**config.mk**
```make
export PLATFORM = sky130hd
export DESIGN_NAME = dpt_pcnt_mem
export DESIGN_NICKNAME = d
export VERILOG_FILES = /design/src/design/dpt_pkg.sv /design/src/design/dpt_pcnt_mem.sv
export SDC_FILE = /design/constraint.sdc
export NUM_CORES = 1
export LEC_CHECK = 0
export ABC_AREA = 1
export BUFFER_PORTS_ARGS = -buffer_cell sky130_fd_sc_hd__buf_2
export CAP_MARGIN = 20
export CORE_UTILIZATION = 40
export DETAILED_ROUTE_END_ITERATION = 10
export SYNTH_ARGS = -nofsm -noshare
export SYNTH_HDL_FRONTEND = slang
export SYNTH_SLANG_ARGS = --single-unit
```
**constraint.sdc**
```tcl
create_clock -name clk -period 3.4 [get_ports clk]
set_input_delay 0.34 -clock clk [delete_from_list [all_inputs] [get_ports clk]]
set_output_delay 0.34 -clock clk [all_outputs]
set_load 0.05 [all_outputs]
```
**src/design/dpt_pkg.sv**
```systemverilog
// ----------------------------------------------------------------------------
// dpt_pkg
// Shared types, sizes and codes of the demand paging page table.
// ----------------------------------------------------------------------------
package dpt_pkg;

	localparam int PROC_COUNT      = 8;
	localparam int PAGES_PER_PROC  = 64;
	localparam int PHYS_FRAMES     = 256;
	localparam int RESERVED_FRAMES = 8;

	localparam int ENTRIES    = PROC_COUNT * PAGES_PER_PROC;
	localparam int ENTRY_W    = (ENTRIES > 1) ? $clog2(ENTRIES) : 1;
	localparam int PROC_IDX_W = (PROC_COUNT > 1) ? $clog2(PROC_COUNT) : 1;

	localparam logic [1:0] ST_HIT   = 2'd0;
	localparam logic [1:0] ST_FAULT = 2'd1;
	localparam logic [1:0] ST_OOM   = 2'd2;

	typedef struct packed {
		logic [2:0] process_id;
		logic [5:0] page;
	} req_t;

	typedef struct packed {
		logic [1:0]  status;
		logic [7:0]  frame;
		logic [7:0]  ref_count;
		logic [8:0]  process_faults;
		logic [15:0] process_refs;
		logic [8:0]  allocated_frames;
	} rsp_t;

	// page table entry
	typedef struct packed {
		logic       valid;
		logic [7:0] frame;
		logic [7:0] refs;
	} pte_t;

	// per-process counters
	typedef struct packed {
		logic [8:0]  faults;
		logic [15:0] refs;
	} pcnt_t;

	typedef struct packed {
		logic               rd_en;
		logic               wr_en;
		logic [ENTRY_W-1:0] addr;
		pte_t               wdata;
	} pte_cmd_t;

	typedef struct packed {
		logic                  rd_en;
		logic                  wr_en;
		logic [PROC_IDX_W-1:0] addr;
		pcnt_t                 wdata;
	} pcnt_cmd_t;

	// fold the 3-bit process id into range
	function automatic logic [PROC_IDX_W-1:0] proc_idx(input logic [2:0] pid);
		return PROC_IDX_W'(int'(pid) % PROC_COUNT);
	endfunction

	function automatic logic [ENTRY_W-1:0] entry_idx(input req_t r);
		logic [5:0] pg;
		pg = 6'(int'(r.page) % PAGES_PER_PROC);
		return ENTRY_W'(proc_idx(r.process_id)) * ENTRY_W'(PAGES_PER_PROC) + ENTRY_W'(pg);
	endfunction

endpackage

```
**src/design/dpt_pcnt_mem.sv**
```systemverilog
// ----------------------------------------------------------------------------
// dpt_pcnt_mem
// Per-process fault and reference counters, registered read data,
// zeroed entry by entry after reset.
// ----------------------------------------------------------------------------
module dpt_pcnt_mem (
	input  logic                     clk,
	input  logic                     arst_n,
	input  dpt_pkg::pcnt_cmd_t       cmd,
	output dpt_pkg::pcnt_t           rdata,
	output logic                     busy
);

	dpt_pkg::pcnt_t mem [dpt_pkg::PROC_COUNT];

	logic                           busy_q;
	logic [dpt_pkg::PROC_IDX_W-1:0] clr_idx_q;

	logic                           wr_en;
	logic [dpt_pkg::PROC_IDX_W-1:0] wr_addr;
	dpt_pkg::pcnt_t                 wr_data;

	assign busy    = busy_q;
	assign wr_en   = busy_q | cmd.wr_en;
	assign wr_addr = busy_q ? clr_idx_q : cmd.addr;
	assign wr_data = busy_q ? '0 : cmd.wdata;

	always_ff @(posedge clk or negedge arst_n) begin
		if (!arst_n) begin
			busy_q    <= 1'b1;
			clr_idx_q <= '0;
		end else if (busy_q) begin
			if (clr_idx_q == dpt_pkg::PROC_IDX_W'(dpt_pkg::PROC_COUNT - 1)) begin
				busy_q <= 1'b0;
			end else begin
				clr_idx_q <= clr_idx_q + 1'b1;
			end
		end
	end

	always_ff @(posedge clk) begin
		if (wr_en) begin
			mem[wr_addr] <= wr_data;
		end
		if (cmd.rd_en) begin
			rdata <= mem[cmd.addr];
		end
	end

endmodule

```
Word-level counts from Yosys, hierarchy flattened:

Memories as Yosys holds them, arrays and structs flattened. A register that Yosys moved wholly into a read port is not among the register bits.
Cells that the tools add are included.

* add/sub/neg operators: 1
* eq/ne operators: 1
* mux-type cells: 6
* bitwise gates (word level): 2
* reduce and logical (&&, ||, !) cells: 1

Operators by type and width (number)
* $mux W25: 1
* $mux W1: 4
* $add A3 B1 Y3 const B: 1
* $eq A3 B3 Y1 const B: 1
* $mux W3: 1
* $reduce_and A2 Y1: 1
* $not A1 Y1: 1
* $or A1 B1 Y1: 1

* register bits: 4
* memory bits (writable): 200
* input port bits: 32
* output and inout bits: 26
* word-level logic and storage cells: 14
* memories kept: 1

Memory list
* mem: depth 8, bits a word 25, read ports 1, clocked after Yosys merged registers in 1, wr ports 1, RTL line dpt_pcnt_mem.sv:14 `dpt_pkg::pcnt_t mem [dpt_pkg::PROC_COUNT];`

Longest topological paths before layout:

* depth in word-level cells: 3
* mapped depth: 7
* depth with buffers taken out: 6

Worst setup path before layout:

OpenSTA, ideal clock, no wires.

* path kind: register to register
* start: register busy_q (netlist: busy)
* end: memory mem[6][0] (netlist bit) (enable)
* library setup time: 0.407 ns
* arrival time: 2.303 ns
* data required time: 2.993 ns
* slack: 0.691 ns
* cell stages (with the launch flop): 6
* path buffers: 1
* clock period less this slack: 2.709 ns
* path through: dfstp_2 > buf_2 > nand2_1 > o21ai_1 > nand2_1 > nor2_1

* longest elaborated chain between the ends: 3
* elaborated cells between the ends (all ways): 4
* classes of those cells: mux (3); bitwise (1)

RTL lines
* start: declaration: RTL line dpt_pcnt_mem.sv:16 `logic busy_q;`
* start signal: assignment: RTL line dpt_pcnt_mem.sv:30 `busy_q <= 1'b1;`
* start signal: assignment: RTL line dpt_pcnt_mem.sv:34 `busy_q <= 1'b0;`
* $or A1 B1 Y1: RTL line dpt_pcnt_mem.sv:24 `assign wr_en = busy_q | cmd.wr_en;`
* $mux W1: RTL line dpt_pcnt_mem.sv:42 `if (wr_en) begin`
* $mux W1 (implied by the code): RTL line dpt_pcnt_mem.sv:43 `mem[wr_addr] <= wr_data;`
* end: declaration: RTL line dpt_pcnt_mem.sv:14

Parallel ways exist; a longest one is shown, timed or not.

Final worst setup path:

* start: register busy_q (netlist: busy)
* end: memory mem[7][20] (netlist bit) (enable)

Same word-level chain as after synthesis.

==> results.yml <==
status:
  outcome: "finished, final reports clean"
floorplanning:
  num_rows: 57
  initial_utilization_pct: 40.7
  die_x_um: 159
  ioPinCount: 58
  dieArea_um2: 25300
  die_h_um: 159
  core_um2: 24200
sta:
  finClkSkew_ns: 0.00738
  tightestPinTransition_ns: 0.746
  period_needed_ns: 2.40
  fin_ws_ns: 0.995
  relSlewSlack_pct: 50.3
  drv_slew: 0
  fin_crit_sh_pct: 70.7
  hold_violations: 0
  setup_violations: 0
  grt_setup_unrepaired: "no"
  tns_ns: 0
  timing.fmax_ghz: 0.416
routing:
  wire_per_inst_um: 15.4
  drt-total-wl_um: 21300
  vias: 6311
  drc: 0
  drtAntennaViolNets: 0
  drt_iter0_markers: 462
  viasPerCell: 4.56
  first_pass_iters: 4
flow_run:
  drv_cap: 0
final_layout:
  syn_to_final_growth_pct: 14.4
  final_nets: 1082
  drive_gt1_share_pct: 11.0
  antennaDiodeCount: 0
pwr:
  internal_power_mw: 4.63
  clockPowerShare_pct: 39.1
  ir_drop_mv: 0.265
  p_seq_share_pct: 53.3
  power.switching_mw: 1.38
  power_mw: 6.00
  powerDensity_nw_per_um2: 531
  leakage_nw: 5.22
  switching_share_pct: 22.9
  comb_power_share_pct: 7.6
worst_setup_path:
  crit_path_top_delay_cell: "dfstp_2"
  crit_fanout: 25
  cp_slowest_stage_delay_ns: 0.85
  start_kind: "register"
  critPathCaptureType: "register"
  critical_path_class: "reg2reg"
  worstPathArrival_ns: 2.58
  path_cells: "or2_2 > o211ai_1 > nor2_2 > buf_4"
  crit_required_ns: 3.57
placement:
  dp.final_hpwl_um: 12800
  io_buffers: 57
  routabilityCongestion: 0.766
  dp_slack_ns: 0.974
yosys:
  synthCells: 984
  synthTopCellsByArea: "edfxtp_1 68%, nand2_1 13%, inv_1 8.8%"
  ys_seq_area_share_pct: 69.4
  synth_top_area_share_pct: 68.4
  syn_area_per_cell_um2: 10.0
  ys_warn_count: 0
  synth_cell_type_count: 18
  postSynthRegisterBits: 229
  synth_area_um2: 9880
  synth.net_count: 1018
  synth_largest_area_cell: "edfxtp_1"
clocking:
  cts_tree: "built"
  postCtsHoldBufs: 1
  post_cts_resize_count: 0
  clkTransAtPathRegs_ns: 0.05
  clock_sinks: 229
  root_buffer: "clkbuf_16"
  post-cts-setup-buffers: 0
  numCtsBuffers: 24
  clock_latency_ns: 0.52
  h-tree-depth: 1
  cts_buffer_depth: 3
grt:
  grt_pass1_vias: 6071
  grt_first_pass_wirelength_um: 33900
  antenna_found_initial: 0
  grt_max_degree: 68
  overflow: 0
  grt_use_total_pct: 17.2
min_path:
  hp-class: "in2async"
-- cells in the mapped netlist --
library cell / n
buf_1: 2
nand3_1: 100
o211ai_1: 1
o21ai_1: 1
nor2_1: 33
ha_1: 2
clkbuf_1: 18
buf_4: 1
buf_2: 19
inv_1: 232
dfrtp_1: 3
clkinv_1: 1
o21ai_0: 5
nand2_1: 336
inv_2: 2
or2_2: 2
edfxtp_1: 225
dfstp_2: 1
-- path summary, 6_finish.rpt --
| path | start | to | slack, ns | cells after the start |
|---|---|---|---|---|
| setup / recovery | busy$_DFF_PN1_ | mem[7][20]$_DFFE_PP_ | 1.0 | 4 |
| hold / removal | arst_n | clr_idx_q[0]$_DFFE_PN0P_ | 0.16 | 2 |
| setup reg to reg | busy$_DFF_PN1_ | mem[7][20]$_DFFE_PP_ | 1.0 | 4 |
| hold reg to reg | clr_idx_q[0]$_DFFE_PN0P_ | clr_idx_q[0]$_DFFE_PN0P_ | 0.56 | 2 |
| max in group asynchronous | arst_n | busy$_DFF_PN1_ | 3.02 | 2 |
| min in group clk | cmd[2] | mem[4][2]$_DFFE_PP_ | 0.26 | 3 |
-- sequential cells by signal (all words and copies together) (netlist names) --
register and cells:
clr_idx_q 3, rdata 25, mem 200, busy 1
-- critical path: cells and delay by family (launching register included) --
| family | cells | cell delay, ns |
|---|---|---|
| buffers and inverters | 1 | 0.42 |
| DFF | 1 | 0.85 |
| AOI/OAI and AO/OA | 1 | 0.20 |
| and+or+nand+nor | 2 | 0.58 |
-- per-layer routing --
metal	track usage, %	part of all wire, %	routed length, um
met1	23.4	45	9650
met2	29.1	48	10100
met3	2.37	5.3	1120
met4	4.63	1.7	372
met5	0	0	0
-- stage by stage --
step | hold WS [ns] | cell area (um^2) | instances | util (%)
finish | 0.164 | 11300 | 1385 | 46.6
global route | 0.159 | 11300 | 1385 | 46.6
CTS | 0.144 | 11300 | 1385 | 46.6
detailed placement | 0.159 | 10600 | 1345 | 43.8
global placement | 0.154 | 10600 | 1345 | 43.8
floorplan | 0.0444 | 9880 | 984 | -
-- power groups by stage --
stage | combinational, mW | sequential (mW) | clock [mW]
floorplan | 0.221 | 3.34 | 0
global placement | 0.458 | 3.26 | 0
detailed placement | 0.460 | 3.26 | 0
CTS | 0.463 | 3.20 | 2.40
global route | 0.504 | 3.21 | 2.50
finish | 0.455 | 3.20 | 2.35
-- placed cells by master (no fill, tap or decap) --
cell / count
nand2_1: 336
inv_1: 232
edfxtp_1: 225
nand3_1: 100
buf_2: 56
nor2_1: 25
clkbuf_16: 25
buf_4: 17
nor2_2: 8
clkbuf_1: 7
clkinv_1: 6
o21ai_0: 5
buf_12: 4
dfrtp_1: 3
inv_2: 2
or2_2: 2
ha_1: 2
clkinv_2: 2
o211ai_1: 1
o21ai_1: 1
dfstp_2: 1
dlygate4sd3_1: 1
-- logic make-up (layout without fill, tap and decap cells) --
kind of cell    after synthesis  count (layout)  share of synthesized area, %
compound gates                7               7                         0.380
fa+ha+maj                     2               2                         0.253
buf+inv                     275             352                          10.7
flops                       229             229                          69.4
simple gates                471             471                          19.2
-- final cells by class --
cell class / count / area, um^2
Tap cell: 324 / 405
Sequential cell: 229 / 6860
Fill cell: 2281 / 12900
Clock buffer: 32 / 652
Timing Repair Buffer: 78 / 498
Clock inverter: 7 / 28.8
Inverter: 235 / 882
Multi-Input combinational cell: 480 / 1980
(Power assumes the default switching activity.)
